`config.mk`:
```
export PLATFORM = sky130hd
export DESIGN_NAME = bpa_out_buf
export DESIGN_NICKNAME = d
export VERILOG_FILES = /design/src/hw/rtl/bpa_pkg.sv /design/src/hw/rtl/bpa_out_buf.sv
export SDC_FILE = /design/constraint.sdc
export NUM_CORES = 1
export LEC_CHECK = 0
export ABC_AREA = 1
export BUFFER_PORTS_ARGS = -buffer_cell sky130_fd_sc_hd__buf_2
export CAP_MARGIN = 10
export CELL_PAD_IN_SITES_DETAIL_PLACEMENT = 1
export CELL_PAD_IN_SITES_GLOBAL_PLACEMENT = 1
export CORE_UTILIZATION = 40
export CTS_BUF_LIST = sky130_fd_sc_hd__clkbuf_4 sky130_fd_sc_hd__clkbuf_8
export DETAILED_ROUTE_END_ITERATION = 16
export GPL_ROUTABILITY_DRIVEN = 0
export PLACE_DENSITY = 0.69
export REMOVE_ABC_BUFFERS = 1
export SYNTH_ARGS = -nofsm -noshare
export SYNTH_HDL_FRONTEND = slang
export SYNTH_SLANG_ARGS = --single-unit
```
`constraint.sdc`:
```
create_clock -name i_clk -period 2.85 [get_ports i_clk]
set_input_delay 0 -clock i_clk [delete_from_list [all_inputs] [get_ports i_clk]]
set_output_delay 0 -clock i_clk [all_outputs]
set_load 0.005 [all_outputs]
```
`src/hw/rtl/bpa_pkg.sv`:
```
// ----------------------------------------------------------------------------
// bpa_pkg
// Shared constants, types and codes of the bracket pair arc parser.
// ----------------------------------------------------------------------------
package bpa_pkg;

    // Longest structure in bases, and the depth of the open-bracket stack
    localparam int MaxLength = 4096;
    localparam int AddrW     = $clog2(MaxLength);
    localparam int CountW    = AddrW + 1;

    // Fixed widths of the result fields
    localparam int PosOutW   = 12;
    localparam int CntOutW   = 13;

    // Structure characters
    localparam logic [7:0] SymDot   = 8'h2E;
    localparam logic [7:0] SymFree  = 8'h5F;
    localparam logic [7:0] SymOpen  = 8'h28;
    localparam logic [7:0] SymClose = 8'h29;
    localparam logic [7:0] SymSpace = 8'h20;

    typedef enum logic [2:0] {
        ClsRestricted = 3'd0,
        ClsFree       = 3'd1,
        ClsOpen       = 3'd2,
        ClsClose      = 3'd3,
        ClsUnknown    = 3'd4
    } t_class;

    typedef struct packed {
        logic [PosOutW-1:0] position;
        t_class             base_class;
        logic [PosOutW-1:0] partner;
        logic               covered;
        logic [PosOutW-1:0] enclosing;
        logic               underflow;
        logic               overflow;
        logic               unclosed;
        logic [CntOutW-1:0] unclosed_count;
        logic               end_of_structure;
    } t_result;

endpackage

```
`src/hw/rtl/bpa_out_buf.sv`:
```
// ----------------------------------------------------------------------------
// bpa_out_buf
// Two-entry result buffer; full flag is registered and stalls the input side.
// ----------------------------------------------------------------------------
module bpa_out_buf (
    input  logic             i_clk,
    input  logic             i_rst_n,
    input  logic             i_push,
    input  bpa_pkg::t_result i_data,
    input  logic             i_stall,
    output logic             o_valid,
    output bpa_pkg::t_result o_data,
    output logic             o_full
);

    bpa_pkg::t_result r_buf [2];
    logic             r_wr_ptr, n_wr_ptr;
    logic             r_rd_ptr, n_rd_ptr;
    logic [1:0]       r_cnt, n_cnt;
    logic             pop;

    assign o_valid = (r_cnt != 2'd0);
    assign o_full  = (r_cnt == 2'd2);
    assign o_data  = r_buf[r_rd_ptr];
    assign pop     = o_valid && !i_stall;

    always_comb begin
        n_wr_ptr = r_wr_ptr ^ i_push;
        n_rd_ptr = r_rd_ptr ^ pop;
        n_cnt    = r_cnt + 2'(i_push) - 2'(pop);
    end

    always_ff @(posedge i_clk) begin
        if (!i_rst_n) begin
            r_wr_ptr <= 1'b0;
            r_rd_ptr <= 1'b0;
            r_cnt    <= 2'd0;
        end else begin
            r_wr_ptr <= n_wr_ptr;
            r_rd_ptr <= n_rd_ptr;
            r_cnt    <= n_cnt;
        end
    end

    always_ff @(posedge i_clk) begin
        if (i_push) begin
            r_buf[r_wr_ptr] <= i_data;
        end
    end

endmodule

```
==> run summary, run 1 <==
Crit-path slowest cell -> dfxtp_4
GRT Total Usage -> 16.2%
clock sink count -> 119
Setup TNS -> 0 ps
Max Cap Viol -> 0
Mapped Cells -> 212
share of post-route cells with drive strength above 1 -> 49.4%
min cycle time layout -> 1970 ps
largest net degree at the start of global routing -> 58
worst hold stages -> 2
Ys Warns -> 0
Setup Viol. Count Final -> 0
CP delay by family, top -> flip-flops
Placed Area -> 5250 µm²
Longest Clk Path Bufs -> 2
outcome -> complete, no violations
VDD IR max -> 329 µV
total global routing overflow -> 0
PD cells -> 731 nW/µm²
period utilization -> 69.1%
DRT antenna net count -> 0
commonest non-fill, non-tap cell in the layout -> buf_2
core footprint -> 10900 µm²
Layout area overhead -> 39.8%
Inst Count DP -> 467
setup repair after global routing missed its margin -> false
TritonRoute pass-1 iters -> 4
Die H -> 108 µm
Leak -> 2.47 nW
final cell count without fillers -> 559
Routed wire per std cell -> 15.5 µm
hold_sp -> i_data[0]
H-Tree Depth -> 4
DRC -> 0
Clock transition at path regs -> 70 ps
worst r2r dst -> r_cnt[0]
Critical Path End Type -> primary output
starting density of the core -> 41.2%
initial antenna violation count -> 0
Final Hold Violating Endpoints -> 0
fin area -> 6270 µm²
CTS Buf Count -> 17
Worst path max stage delay -> 950 ps
via count -> 2514
port bufs -> 119
number of global-route vias before repair -> 2877
Nets -> 472
Flop pwr share -> 48.1%
Vias per Instance -> 4.50
internal power -> 0.00353 W
hold path endpoint -> r_buf[1][0]
R2R cell count -> 8
dpl hpwl -> 5210 µm
switch share -> 22.9%
CP Max Fanout -> 57
Worst Tran Pin Value -> 938 ps
die width -> 108 µm
post-synth cell types -> 12
die area -> 11600 µm²
Clock power frac -> 34.0%
Reg2Reg Launch Point -> r_cnt[0]
Gate power share -> 17.9%
CTS tree -> yes
data required time at the worst endpoint -> 2850 ps
fmax -> 508 MHz
HP Class -> in -> reg
Seq/Total Area, Yosys -> 78.6%
clk_skew -> 5.10 ps
FP Rows -> 38
first-pass GRT wire length -> 13600 µm
most frequent cells in the layout -> 119 x buf_2, 114 x edfxtp_1, 61 x dlygate4sd3_1
Buffers & Inverters on Critical Path -> 1
Critical Path AT -> 1970 ps
Final Max Slew Viols -> 0
worst skew pair latency -> 410 ps
mapped cell area -> 4480 µm²
I/O pin cnt -> 120
Critical Path, Cell by Cell -> mux2_2 -> buf_2
Seq cells post-synth -> 119
number of diodes -> 0
post_cts resized -> 0
worst slew margin relative to its limit -> 37.5%
CP Launch Type -> flop
DRT iter0 DRCs -> 77
Reg2Reg Setup Slack -> 1010 ps
CTS Root Cell -> clkbuf_8
average cell area after synthesis -> 21.2 µm²
post-CTS setup repair buffer count -> 0
Post-Route WL -> 8690 µm
crit path kind -> reg -> out
Psw -> 0.00105 W
-- synthesized netlist by cell type --
library cell,n,area share [%]
a21oi_1,1,0.11
buf_2,2,0.22
buf_6,4,1.0
dfxtp_1,5,2.2
edfxtp_1,114,76
ha_1,4,1.1
inv_1,9,0.75
mux2_2,27,6.8
mux2_4,30,10
nand2_1,6,0.50
nand3_1,2,0.22
nor2_1,8,0.67
-- power by group through the flow --
| stage | Combinational [W] | Clock, W | Sequential, W |
|---|---|---|---|
| 3_5_place_dp | 0.000756 | 0 | 0.00225 |
| 2_1_floorplan | 0.000480 | 0 | 0.00220 |
| 6_report | 0.000819 | 0.00156 | 0.00220 |
| 5_1_grt | 0.000899 | 0.00166 | 0.00223 |
| 4_1_cts | 0.000831 | 0.00159 | 0.00221 |
| 3_3_place_gp | 0.000735 | 0 | 0.00224 |
-- cell type report --
type                       instances  area (µm²)
clock buffer                      19         249
clock inverter                    12         159
fill                            1029        4620
inverter                           9        33.8
multi-input combinational         78         877
sequential                       119        3530
tap                              140         175
timing repair buffer             182        1250
-- state kept, by name (all words and copies together), names as in the netlist, named ones only --
signal and flops:
r_cnt 2, r_buf 114, r_rd_ptr 1, r_wr_ptr 1
-- metrics by stage --
stage / setup slack, ps / util (%) / power [W] / hold slack (ps)
after floorplan: 496 / - / 0.00268 / 93.5
after global placement: 1230 / 48.2 / 0.00298 / 187
after global routing: 737 / 57.6 / 0.00479 / 277
final: 881 / 57.6 / 0.00458 / 306
after detailed placement: 1210 / 48.2 / 0.00300 / 192
after CTS: 818 / 57.6 / 0.00464 / 277
-- worst max path at each step --
stage	cells after the start	slack, ps	endpoint
after CTS	2	820	o_data[5]
after global routing	2	740	o_data[9]
after detailed placement	3	1210	r_buf[0][0]
after global placement	3	1230	r_buf[0][0]
final	2	880	o_data[8]
after floorplan	1	500	o_data[0]
-- what timing repair did --
action	in CTS	in global routing
hold endpoints to repair	119	0
endpoints found under the setup margin	0	0
hold buffers	61	0
-- layer usage --
layer  vias up  track usage, %  routed length (µm)
met4         0            6.75                  93
met1      1227            16.3                3270
met5         -               0                   0
met3         8            5.27                 398
li1       1206               -                   -
met2        73            30.3                4930
-- kinds of logic after synthesis --
family                   Yosys count  share of synthesized area (%)
flip-flops                       119                           78.6
AND/OR/NAND/NOR                   16                           1.40
AO/OA/AOI/OAI                      1                          0.112
adder cells (fa/ha/maj)            4                           1.12
buffers and inverters             15                           1.98
multiplexers                      57                           16.8
(Power assumes the default switching activity.)
==> run 2: changes to the inputs <==
--- a/config.mk
+++ b/config.mk
@@ -5,7 +5,7 @@
 export SDC_FILE = /design/constraint.sdc
 export NUM_CORES = 1
 export LEC_CHECK = 0
-export ABC_AREA = 1
+export ABC_AREA = 0
 export BUFFER_PORTS_ARGS = -buffer_cell sky130_fd_sc_hd__buf_2
 export CAP_MARGIN = 10
 export CELL_PAD_IN_SITES_DETAIL_PLACEMENT = 1
@@ -14,7 +14,7 @@
 export CTS_BUF_LIST = sky130_fd_sc_hd__clkbuf_4 sky130_fd_sc_hd__clkbuf_8
 export DETAILED_ROUTE_END_ITERATION = 16
 export GPL_ROUTABILITY_DRIVEN = 0
-export PLACE_DENSITY = 0.69
+export PLACE_DENSITY = 0.72
 export REMOVE_ABC_BUFFERS = 1
 export SYNTH_ARGS = -nofsm -noshare
 export SYNTH_HDL_FRONTEND = slang
==> constraint.sdc (replaced) <==
create_clock -name i_clk -period 1.8 [get_ports i_clk]
set_input_delay 0 -clock i_clk [delete_from_list [all_inputs] [get_ports i_clk]]
set_output_delay 0 -clock i_clk [all_outputs]
set_load 0.005 [all_outputs]
==> run 2 against run 1 <==
Total power up 61%; area after synthesis about the same; cell count down 1.6%; critical path depth up 1; first-iteration DRC count down 48%; core utilization up 0.51 points; routed wire length down 0.35%; critical path type unchanged.
==> run summary, run 2 <==
first-pass GRT wire length -> 13500 µm
Leak -> 2.47 nW
crit path kind -> reg -> out
worst skew pair latency -> 410 ps
dpl hpwl -> 5030 µm
Place WS -> 380 ps
Max Cap Viol -> 0
port bufs -> 119
worst setup path endpoint -> o_data[56]
data required time at the worst endpoint -> 1800 ps
Critical Path End Type -> primary output
Clock transition at path regs -> 70 ps
largest net degree at the start of global routing -> 58
DRC -> 0
clock sink count -> 119
Routed wire per std cell -> 15.7 µm
# fillers -> 1016
Mapped Cells -> 200
Reg2Reg Setup Slack -> 370 ps
max reg flops -> 114
die area -> 11600 µm²
Psw -> 0.00173 W
commonest non-fill, non-tap cell in the layout -> buf_2
I/O pin cnt -> 120
fmax -> 657 MHz
Worst Tran Pin Value -> 341 ps
Synth async-reset ratio -> 0%
number of diodes -> 0
mapped cell area -> 4490 µm²
CTS Buf Count -> 17
Die H -> 108 µm
clk_skew -> 8.19 ps
DRT iter0 DRCs -> 40
post-CTS setup repair buffer count -> 0
period utilization -> 84.6%
average cell area after synthesis -> 22.4 µm²
PD cells -> 1170 nW/µm²
Flop pwr share -> 45.0%
share of post-route cells with drive strength above 1 -> 52.0%
CP Max Fanout -> 32
Longest Clk Path Bufs -> 2
Largest Register -> r_buf
Inst Count DP -> 457
TritonRoute pass-1 iters -> 4
Reg2Reg Launch Point -> r_cnt[1]
largest area contributor in the netlist -> edfxtp_1
outcome -> complete, no violations
switch share -> 23.5%
initial antenna violation count -> 0
FP Rows -> 38
Layout area overhead -> 40.9%
CTS tree -> yes
CP Launch Type -> flop
number of global-route vias before repair -> 2729
top cells by area, synth -> edfxtp_1 76%, mux2_4 10%, mux2_2 6.8%
Top Registers -> r_buf (114), r_cnt (2)
Seq cells post-synth -> 119
DRT antenna net count -> 0
main flop type after synthesis -> edfxtp_1
H-Tree Depth -> 4
Ys Warns -> 0
internal power -> 0.00565 W
top cells by count, synth -> 114 x edfxtp_1, 30 x mux2_4, 27 x mux2_2
number of enable flip-flop cells after synthesis -> 114
VDD IR max -> 556 µV
die width -> 108 µm
Yosys top cell area share -> 76.3%
CTS Root Cell -> clkbuf_8
Gate power share -> 20.7%
worst slew margin relative to its limit -> 77.3%
R2R cell count -> 6
total global routing overflow -> 0
final cell count without fillers -> 550
HP Class -> in -> reg
starting density of the core -> 41.2%
Clock power frac -> 34.2%
via count -> 2499
GRT Total Usage -> 16.0%
Critical Path AT -> 1520 ps
Final Hold Violating Endpoints -> 0
Nets -> 462
Final Max Slew Viols -> 0
worst r2r dst -> r_cnt[1]
post-synth cell types -> 16
core footprint -> 10900 µm²
Core Util, Final -> 58.1%
most frequent cells in the layout -> 119 x buf_2, 114 x edfxtp_1, 61 x dlygate4sd3_1
Post-Route WL -> 8660 µm
PnR Total Power -> 0.00738 W
Setup Viol. Count Final -> 0
setup repair after global routing missed its margin -> false
Seq/Total Area, Yosys -> 78.5%
Vias per Instance -> 4.54
final worst slack -> 278 ps
most frequent cell after synthesis -> edfxtp_1
min cycle time layout -> 1520 ps
run 2: area by class of cell:
class                      count  area [µm²]  area share [%]
timing repair buffer         184        1290            20.3
clock inverter                15         185            2.93
tap                          140         175            2.77
sequential                   119        3530            55.8
inverter                       3        11.3           0.178
multi-input combinational     72         903            14.3
clock buffer                  17         234            3.70
run 2: cell families after synthesis:
logic type,share of synthesized area [%]
flip-flops,78.5
multiplexers,17.3
buffers and inverters,1.48
AND/OR/NAND/NOR,0.920
adder cells (fa/ha/maj),1.12
AO/OA/AOI/OAI,0.223
XOR/XNOR,0.502
run 2: worst max-delay path: stages (launching register included):
cell,delay [ps]
dfxtp_4,370
buf_12,230
mux2_2,380
buf_2,130
run 2: how the worst min path moves through the flow:
stage / startpoint / end / slack, ps / cells after the start
finish: i_data[0] / r_buf[1][0] / 300 / 2
global route: i_data[0] / r_buf[1][0] / 270 / 2
CTS: i_data[1] / r_buf[0][1] / 270 / 2
detailed placement: i_data[41] / r_buf[0][41] / 190 / 1
global placement: i_data[5] / r_buf[0][5] / 190 / 1
floorplan: i_data[0] / r_buf[0][0] / 100 / 0
run 2: power by group through the flow:
stage	Sequential [W]	Clock, W	Combinational [W]
floorplan	0.00349	0	0.000783
global placement	0.00337	0	0.00142
detailed placement	0.00339	0	0.00144
CTS	0.00332	0.00260	0.00156
global route	0.00334	0.00271	0.00167
finish	0.00332	0.00253	0.00153
run 2: through the flow:
| step | TNS [ps] | hold WS, ps | cell area (µm²) |
|---|---|---|---|
| floorplan | -68540 | 98.9 | 4430 |
| global placement | 0 | 188 | 5290 |
| detailed placement | 0 | 191 | 5290 |
| CTS | 0 | 268 | 6320 |
| global route | 0 | 266 | 6320 |
| finish | 0 | 305 | 6320 |
run 2: what timing repair did:
action,in CTS,in global routing
endpoints found under the setup margin,0,0
gates resized for setup,0,0
hold buffers,61,0
endpoints found under the hold margin,119,0
run 2: metal layers:
layer / wire (µm) / track usage (%) / up-vias
met1: 3480 / 16.7 / 1217
met4: 110 / 6.75 / 0
met5: 0 / 0 / -
met2: 4500 / 28.8 / 86
li1: - / - / 1185
met3: 564 / 5.81 / 11
